File: config.mk
export PLATFORM = sky130hd
export DESIGN_NAME = tpfl_ctrl
export DESIGN_NICKNAME = d
export VERILOG_FILES = /design/src/rtl/tpfl_pkg.sv /design/src/rtl/tpfl_ctrl.sv
export SDC_FILE = /design/constraint.sdc
export NUM_CORES = 1
export LEC_CHECK = 0
export ABC_AREA = 0
export CELL_PAD_IN_SITES_DETAIL_PLACEMENT = 1
export CELL_PAD_IN_SITES_GLOBAL_PLACEMENT = 1
export CORE_AREA = 10 10 47 49
export DETAILED_ROUTE_END_ITERATION = 10
export DIE_AREA = 0 0 57 59
export DONT_BUFFER_PORTS = 1
export HOLD_SLACK_MARGIN = 0.15
export PLACE_DENSITY_LB_ADDON = 0.25
export SYNTH_ARGS = -nofsm -noshare
export SYNTH_HDL_FRONTEND = slang
export SYNTH_SLANG_ARGS = --single-unit
File: constraint.sdc
create_clock -name clk -period 3.1 [get_ports clk]
set_input_delay 0.155 -clock clk [delete_from_list [all_inputs] [get_ports clk]]
set_output_delay 0.155 -clock clk [all_outputs]
set_load 0.05 [all_outputs]
File: src/rtl/tpfl_pkg.sv
// Shared types and constants for the two-tier page free list.
// Holds result codes, request codes, field widths and the controller/datapath
// command and status structs. No dependencies.
package tpfl_pkg;

  // Field widths fixed by the request/result format
  localparam int unsigned IDX_W      = 12;
  localparam int unsigned FAST_USE_W = 11;
  localparam int unsigned SLOW_USE_W = 13;

  // Request kind
  localparam logic KIND_ALLOC = 1'b0;
  localparam logic KIND_FREE  = 1'b1;

  // Page tier
  localparam logic TIER_FAST = 1'b0;
  localparam logic TIER_SLOW = 1'b1;

  // Result status
  typedef enum logic [1:0] {
    ST_OK    = 2'd0,
    ST_EMPTY = 2'd1,
    ST_FULL  = 2'd2
  } status_t;

  // Controller -> datapath
  typedef struct packed {
    logic    latch_req;
    logic    take_fast;
    logic    take_slow;
    logic    put_fast;
    logic    put_slow;
    logic    load_out;
    status_t status;
    logic    given_tier;
    logic    give_page;
  } tpfl_cmd_t;

  // Datapath -> controller
  typedef struct packed {
    logic req_kind;
    logic req_tier;
    logic fast_empty;
    logic fast_full;
    logic slow_empty;
    logic slow_full;
    logic out_busy;
  } tpfl_sts_t;

endpackage

File: src/rtl/tpfl_ctrl.sv
// Controller: sequences each request through accept, ring operation and
// result load. Depends on tpfl_pkg.
module tpfl_ctrl
  import tpfl_pkg::*;
(
  input  logic      clk,
  input  logic      rst,
  input  logic      in_valid,
  output logic      in_stall,
  input  tpfl_sts_t sts,
  output tpfl_cmd_t cmd
);

  typedef enum logic [1:0] {
    S_IDLE,
    S_EXEC,
    S_EMIT
  } state_t;

  state_t  state;
  status_t res_status;
  logic    res_tier;
  logic    res_give;

  logic    is_exec;
  logic    is_alloc;
  logic    take_fast, take_slow, put_fast, put_slow;

  assign in_stall = (state != S_IDLE);
  assign is_exec  = (state == S_EXEC);
  assign is_alloc = (sts.req_kind == KIND_ALLOC);

  // Pick the ring operation: fast first on allocate, own tier on free
  assign take_fast = is_exec && is_alloc && !sts.fast_empty;
  assign take_slow = is_exec && is_alloc && sts.fast_empty && !sts.slow_empty;
  assign put_fast  = is_exec && !is_alloc && (sts.req_tier == TIER_FAST) && !sts.fast_full;
  assign put_slow  = is_exec && !is_alloc && (sts.req_tier == TIER_SLOW) && !sts.slow_full;

  assign cmd.latch_req  = in_valid && (state == S_IDLE);
  assign cmd.take_fast  = take_fast;
  assign cmd.take_slow  = take_slow;
  assign cmd.put_fast   = put_fast;
  assign cmd.put_slow   = put_slow;
  assign cmd.load_out   = (state == S_EMIT) && !sts.out_busy;
  assign cmd.status     = res_status;
  assign cmd.given_tier = res_tier;
  assign cmd.give_page  = res_give;

  // State and registered result code
  always_ff @(posedge clk) begin
    if (rst) begin
      state      <= S_IDLE;
      res_status <= ST_OK;
      res_tier   <= TIER_FAST;
      res_give   <= 1'b0;
    end else begin
      case (state)
        S_IDLE: begin
          if (in_valid) begin
            state <= S_EXEC;
          end
        end
        S_EXEC: begin
          if (is_alloc) begin
            res_status <= (sts.fast_empty && sts.slow_empty) ? ST_EMPTY : ST_OK;
          end else if (put_fast || put_slow) begin
            res_status <= ST_OK;
          end else begin
            res_status <= ST_FULL;
          end
          res_tier <= take_slow ? TIER_SLOW : TIER_FAST;
          res_give <= take_fast || take_slow;
          state    <= S_EMIT;
        end
        S_EMIT: begin
          if (cmd.load_out) begin
            state <= S_IDLE;
          end
        end
        default: begin
          state <= S_IDLE;
        end
      endcase
    end
  end

  // At most one ring operation per request
  a_one_op: assert property (@(posedge clk) disable iff (rst)
    $onehot0({take_fast, take_slow, put_fast, put_slow}))
    else $error("more than one ring operation");
  // Every executed request reaches the result stage next
  a_exec_emit: assert property (@(posedge clk) disable iff (rst)
    is_exec |=> (state == S_EMIT))
    else $error("request skipped result stage");
  // A page is handed out exactly when a take was issued
  a_give_take: assert property (@(posedge clk) disable iff (rst)
    is_exec |=> (res_give == $past(take_fast || take_slow)))
    else $error("page grant does not match ring take");

endmodule
# Yosys cells after proc, flatten, opt, wreduce, memory -nomap -nowiden
# Index checks and enable logic that the tools add are counted.
# W data, S select, Z words.
[totals] ff_bits=6 input_bits=10 output_inout_bits=11 elab_cells=39
[classes] n_eq_ne=4 n_mux=7 bitwise_logic=2 n_reduce_logical=22
[op_table] op="$logic_and A1 B1 Y1" n=12
[op_table] op="$mux W2" n=4
[op_table] op="$pmux W2 S3" n=1
[op_table] op="$logic_not A1 Y1" n=5
[op_table] op="$ne A2 B2 Y1 const B" n=2
[op_table] op="$eq A2 B1 Y1 const B" n=1
[op_table] op="$eq A2 B2 Y1 const B" n=1
[op_table] op="$logic_not A2 Y1" n=1
[op_table] op="$logic_or A1 B1 Y1" n=2
[op_table] op="$mux W1" n=2
[op_table] op="$not A1 Y1" n=2
[op_table] op="$reduce_and A2 Y1" n=1
[op_table] op="$reduce_bool A2 Y1" n=1

# Depth between registers and ports, before layout
[depth] ltp_word=7 mapped_depth=3 mapped_depth_nobuf=2

# Least setup slack after synthesis
# OpenSTA, ideal clock, no wires.
[synth_timing] kind="register -> register" startpoint="register state[1]" endpoint="register state[0]" setup_time_ns=0.065 t_arrival_ns=1.797 t_required_ns=3.035 slack_ns=1.238 stages_incl_launch_ff=3 n_path_buf=0 period_less_slack_ns=1.862 path_cell_list="dfxtp_1 -> nor3b_1 -> and2_1"
[synth_between] elab_chain_len=4 word_cells_on_any_way=8 cone_classes="eq/ne: 4; mux: 1; reduce/logical: 3"
[synth_rtl] element="start, declared" line="tpfl_ctrl.sv:20" source="state_t state;"
[synth_rtl] element="start signal, assigned" line="tpfl_ctrl.sv:52" source="state <= S_IDLE;"
[synth_rtl] element="start signal, assigned" line="tpfl_ctrl.sv:60" source="state <= S_EXEC;"
[synth_rtl] element="start signal, assigned" line="tpfl_ctrl.sv:73" source="state <= S_EMIT;"
[synth_rtl] element="$eq A2 B2 Y1" line="tpfl_ctrl.sv:44, tpfl_ctrl.sv:57"
[synth_rtl] element="$logic_and A1 B1 Y1" line="tpfl_ctrl.sv:44" source="assign cmd.load_out = (state == S_EMIT) && !sts.out_busy;"
[synth_rtl] element="$ne A2 B2 Y1 (no line)"
[synth_rtl] element="$reduce_and A2 Y1 (no line)"
# Several ways; a longest one is shown, not always the timed one.
# A chain may end at the register's enable or synchronous reset.

==> report_table.html <==
<table>
<tr><th>Metric</th><th>Value</th></tr>
<tr><th colspan="2">Outcome</th></tr>
<tr><td>Run status</td><td>finished, final reports clean</td></tr>
<tr><th colspan="2">Synthesis</th></tr>
<tr><td>FFs w/ async S/R, synth</td><td>0%</td></tr>
<tr><td>Synth Area in Adders</td><td>0%</td></tr>
<tr><td>Per-instance average area after synthesis</td><td>9.336 um^2</td></tr>
<tr><td>Top-area cell type share of the netlist area</td><td>32.99%</td></tr>
<tr><td>Predominant post-synthesis flop cell</td><td>sky130_fd_sc_hd__dfxtp_1</td></tr>
<tr><td>Fraction of synthesized cell area in xor and xnor cells</td><td>0%</td></tr>
<tr><td>Most used standard cells in the synthesized netlist</td><td>6 x sky130_fd_sc_hd__buf_4, 6 x sky130_fd_sc_hd__dfxtp_1, 5 x sky130_fd_sc_hd__nor3b_1, 3 x sky130_fd_sc_hd__inv_1</td></tr>
<tr><td>Synthesis Warnings</td><td>0</td></tr>
<tr><td>Mux cell area share after synthesis</td><td>3.093%</td></tr>
<tr><td>Top cell type by total area after synthesis</td><td>sky130_fd_sc_hd__dfxtp_1</td></tr>
<tr><td>Main combinational cell family by area after synthesis</td><td>simple AND/OR/NAND/NOR gates</td></tr>
<tr><td>Post-synthesis compound-gate area fraction</td><td>11.68%</td></tr>
<tr><td>Number of synthesized flops with an enable pin</td><td>0</td></tr>
<tr><td>Register bit count reported by yosys</td><td>6</td></tr>
<tr><td>Mapped cell area</td><td>364.1 um^2</td></tr>
<tr><td>Fraction of the mapped netlist area in simple logic gates</td><td>36.77%</td></tr>
<tr><td>Ranking of synthesized cells by area</td><td>sky130_fd_sc_hd__dfxtp_1 33%, sky130_fd_sc_hd__buf_4 12%, sky130_fd_sc_hd__nor3b_1 10%</td></tr>
<tr><td>Sequential area share after synthesis</td><td>32.99%</td></tr>
<tr><td>Synthesized netlist net count</td><td>49</td></tr>
<tr><td>Number of distinct standard cells referenced by the synthesized netlist</td><td>18</td></tr>
<tr><td>Synthesized instance count</td><td>39</td></tr>
<tr><th colspan="2">Worst hold path</th></tr>
<tr><td>Class of the most critical hold timing path</td><td>in2reg</td></tr>
<tr><td>Critical hold path startpoint</td><td>sts[6]</td></tr>
<tr><td>Min-Delay Path Depth</td><td>2</td></tr>
<tr><td>End point of the worst hold path</td><td>res_give</td></tr>
<tr><th colspan="2">Die</th></tr>
<tr><td>Core footprint</td><td>1401 um^2</td></tr>
<tr><td>Io pins</td><td>21</td></tr>
<tr><td>Die width</td><td>57 um</td></tr>
<tr><td>Number of rows created at floorplan</td><td>14</td></tr>
<tr><td>Floorplan die area</td><td>3363 um^2</td></tr>
<tr><td>Effective utilization at floorplan</td><td>25.98%</td></tr>
<tr><td>Die span in y</td><td>59 um</td></tr>
<tr><th colspan="2">Global route</th></tr>
<tr><td>Most crowded layer after global routing</td><td>met2</td></tr>
<tr><td>GR Util met1</td><td>5.457%</td></tr>
<tr><td>Maximum number of pins on one net before global-route repair</td><td>11</td></tr>
<tr><td>Congestion Overflow GR</td><td>0</td></tr>
<tr><td>Total routing resource utilization after global routing</td><td>6.263%</td></tr>
<tr><td>First-pass GRT wire length</td><td>1.621 mm</td></tr>
<tr><td>Vias in the first global route</td><td>318</td></tr>
<tr><td>Initial antenna violation count</td><td>0</td></tr>
<tr><td>Met3 GRT Util</td><td>6.223%</td></tr>
<tr><td>Global Route met2 Usage</td><td>10.39%</td></tr>
<tr><th colspan="2">Final layout</th></tr>
<tr><td>Share of layout cells above drive strength 1</td><td>30.23%</td></tr>
<tr><td>Final cell count without fillers</td><td>59</td></tr>
<tr><td>Total Nets Final</td><td>55</td></tr>
<tr><td>Core Util, Final</td><td>32.05%</td></tr>
<tr><td>Design Area, Final</td><td>449.2 um^2</td></tr>
<tr><td>N_diodes</td><td>0</td></tr>
<tr><td>Total of fill cells in the finished design</td><td>177</td></tr>
<tr><td>Area grow syn2layout</td><td>23.37%</td></tr>
<tr><th colspan="2">Place</th></tr>
<tr><td>Final RePlAce weighted congestion</td><td>0.6979</td></tr>
<tr><td>HPWL after detailed placement</td><td>851.4 um</td></tr>
<tr><td>PortBufs</td><td>0</td></tr>
<tr><td>Post-placement cell count</td><td>50</td></tr>
<tr><td>Area after DPL</td><td>366.6 um^2</td></tr>
<tr><th colspan="2">Clocking</th></tr>
<tr><td>Later-pin clock latency in the skew report</td><td>0.24 ns</td></tr>
<tr><td>Number of H-tree levels</td><td>1</td></tr>
<tr><td>Worst-case clock buffer depth</td><td>2</td></tr>
<tr><td>Number of instances resized during post-cts repair</td><td>0</td></tr>
<tr><td>Total of hold buffers inserted after clock tree synthesis</td><td>5</td></tr>
<tr><td>Clock Root Buffer</td><td>sky130_fd_sc_hd__clkbuf_4</td></tr>
<tr><td>Worst-path clk slew</td><td>0.05 ns</td></tr>
<tr><td>TritonCTS clock tree</td><td>done</td></tr>
<tr><td>TritonCTS Buffers</td><td>3</td></tr>
<tr><td>CTS sink count</td><td>6</td></tr>
<tr><td>Number of buffers added for setup after CTS</td><td>0</td></tr>
<tr><th colspan="2">STA</th></tr>
<tr><td>Setup repair after global routing missed its margin</td><td>false</td></tr>
<tr><td>Max Clock Freq</td><td>0.5213 GHz</td></tr>
<tr><td>Endpoints failing hold</td><td>0</td></tr>
<tr><td>Final clock skew</td><td>0.001210 ns</td></tr>
<tr><td>Transition time of the tightest slew-check pin</td><td>0.8791 ns</td></tr>
<tr><td>Post-Route Setup TNS</td><td>0 ns</td></tr>
<tr><td>Time the worst path needs with I/O delays and setup</td><td>1.918 ns</td></tr>
<tr><td>Worst max-slew margin expressed relative to the limit</td><td>41.14%</td></tr>
<tr><td>Final Max Tran Viols</td><td>0</td></tr>
<tr><td>Share of the clock period used by the worst path after layout</td><td>61.87%</td></tr>
<tr><td>Final setup violation count</td><td>0</td></tr>
<tr><th colspan="2">Power and ir drop</th></tr>
<tr><td>Total power draw</td><td>0.1990 mW</td></tr>
<tr><td>Max rail drop VDD</td><td>0.0002404 V</td></tr>
<tr><td>Total power density per cell area</td><td>443.0 nW/um^2</td></tr>
<tr><td>Static leakage power</td><td>0.1662 nW</td></tr>
<tr><th colspan="2">Critical path</th></tr>
<tr><td>Count of cells along the worst register-to-register path</td><td>3</td></tr>
<tr><td>Worst-case register-to-register setup slack</td><td>1.36 ns</td></tr>
<tr><td>Critical Setup Path Class</td><td>reg2out</td></tr>
<tr><td>CP endpoint kind</td><td>output port</td></tr>
<tr><td>Maximum net fanout on the critical path</td><td>10</td></tr>
<tr><td>Standard cell with the maximum stage delay on the critical path</td><td>sky130_fd_sc_hd__nor3_2</td></tr>
<tr><td>Endpoint of the most critical register-to-register path</td><td>res_status[0]</td></tr>
<tr><td>Reg2reg start</td><td>state[0]</td></tr>
<tr><td>Sequence of cells on the critical path</td><td>or2b_2 -&gt; nor3_2</td></tr>
<tr><td>Kind of start point of the critical path</td><td>register</td></tr>
<tr><td>CP max stage delay</td><td>0.66 ns</td></tr>
<tr><td>Arrival time reported for the critical path endpoint</td><td>1.76 ns</td></tr>
<tr><td>Required time at the worst-slack endpoint</td><td>2.94 ns</td></tr>
<tr><th colspan="2">Route</th></tr>
<tr><td>Sum of routed wire length over all layers</td><td>1.087 mm</td></tr>
<tr><td>Number of nets with antenna violations after routing</td><td>0</td></tr>
<tr><td>Routed via count</td><td>299</td></tr>
<tr><td>Post-route DRC</td><td>0</td></tr>
<tr><td>TritonRoute pass-1 iters</td><td>4</td></tr>
<tr><td>Avg WL per Cell</td><td>18.42 um</td></tr>
<tr><td>Drt first-iter violations</td><td>7</td></tr>
<tr><td>Vias/cell</td><td>5.068</td></tr>
<tr><th colspan="2">Flow run</th></tr>
<tr><td>Total of max-cap violations</td><td>0</td></tr>
</table>
-- power by group --
group,switching [mW],internal [mW]
clock network,0.0284,0.0438
registers,0.00951,0.0804
logic,0.0221,0.0148
-- cells in the final DEF, fill, tap and decap left out, drive strengths merged, types with 2 or more instances in the layout --
cell type / n
nor3b: 5
nor3: 2
nand3b: 2
clkbuf: 3
o32ai: 2
dlygate4sd3: 6
and2: 2
a32o: 2
dfxtp: 6
inv: 3
-- layout make-up --
class / count / area (um^2) / share of cell area [%]
Inverter: 3 / 11.26 / 2.507
Multi-Input combinational cell: 24 / 207.7 / 46.24
Tap cell: 16 / 20.02 / 4.457
Clock buffer: 3 / 22.52 / 5.014
Timing Repair Buffer: 7 / 67.56 / 15.04
Sequential cell: 6 / 120.1 / 26.74
-- state kept, by name (all words and copies together), names as in the netlist --
signal and count:
res_status 2, state 2, res_give 1, res_tier 1
-- worst max-delay path: cells and delay by family, from the launching register on --
family | cells | cell delay (ns)
flip-flops | 1 | 0.48
AND/OR/NAND/NOR | 2 | 1.04
-- routing by layer --
metal	up-vias	wire, um
li1	145	-
met1	138	356
met2	16	555
met3	0	174
met4	0	0
met5	-	0
-- logic make-up (layout without fill, tap and decap cells) --
group	Yosys count	in the layout
flops	6	6
buf+inv	9	13
simple gates	18	18
compound gates	5	5
mux	1	1
-- metrics by stage --
stage,setup slack [ns],hold WS [ns]
final,1.182,0.1485
after global routing,1.100,0.1584
after CTS,1.181,0.1504
after detailed placement,1.442,0.2281
after global placement,1.472,0.2298
after floorplan,1.238,0.2241
-- worst max path at each step --
stage	from	endpoint	cells after the start
2_1_floorplan	state[1]	state[0]	2
3_3_place_gp	state[0]	cmd[8]	2
3_5_place_dp	state[0]	cmd[8]	2
4_1_cts	state[0]	cmd[8]	2
5_1_grt	state[0]	cmd[8]	2
6_report	state[0]	cmd[8]	2
(Power assumes the default switching activity.)
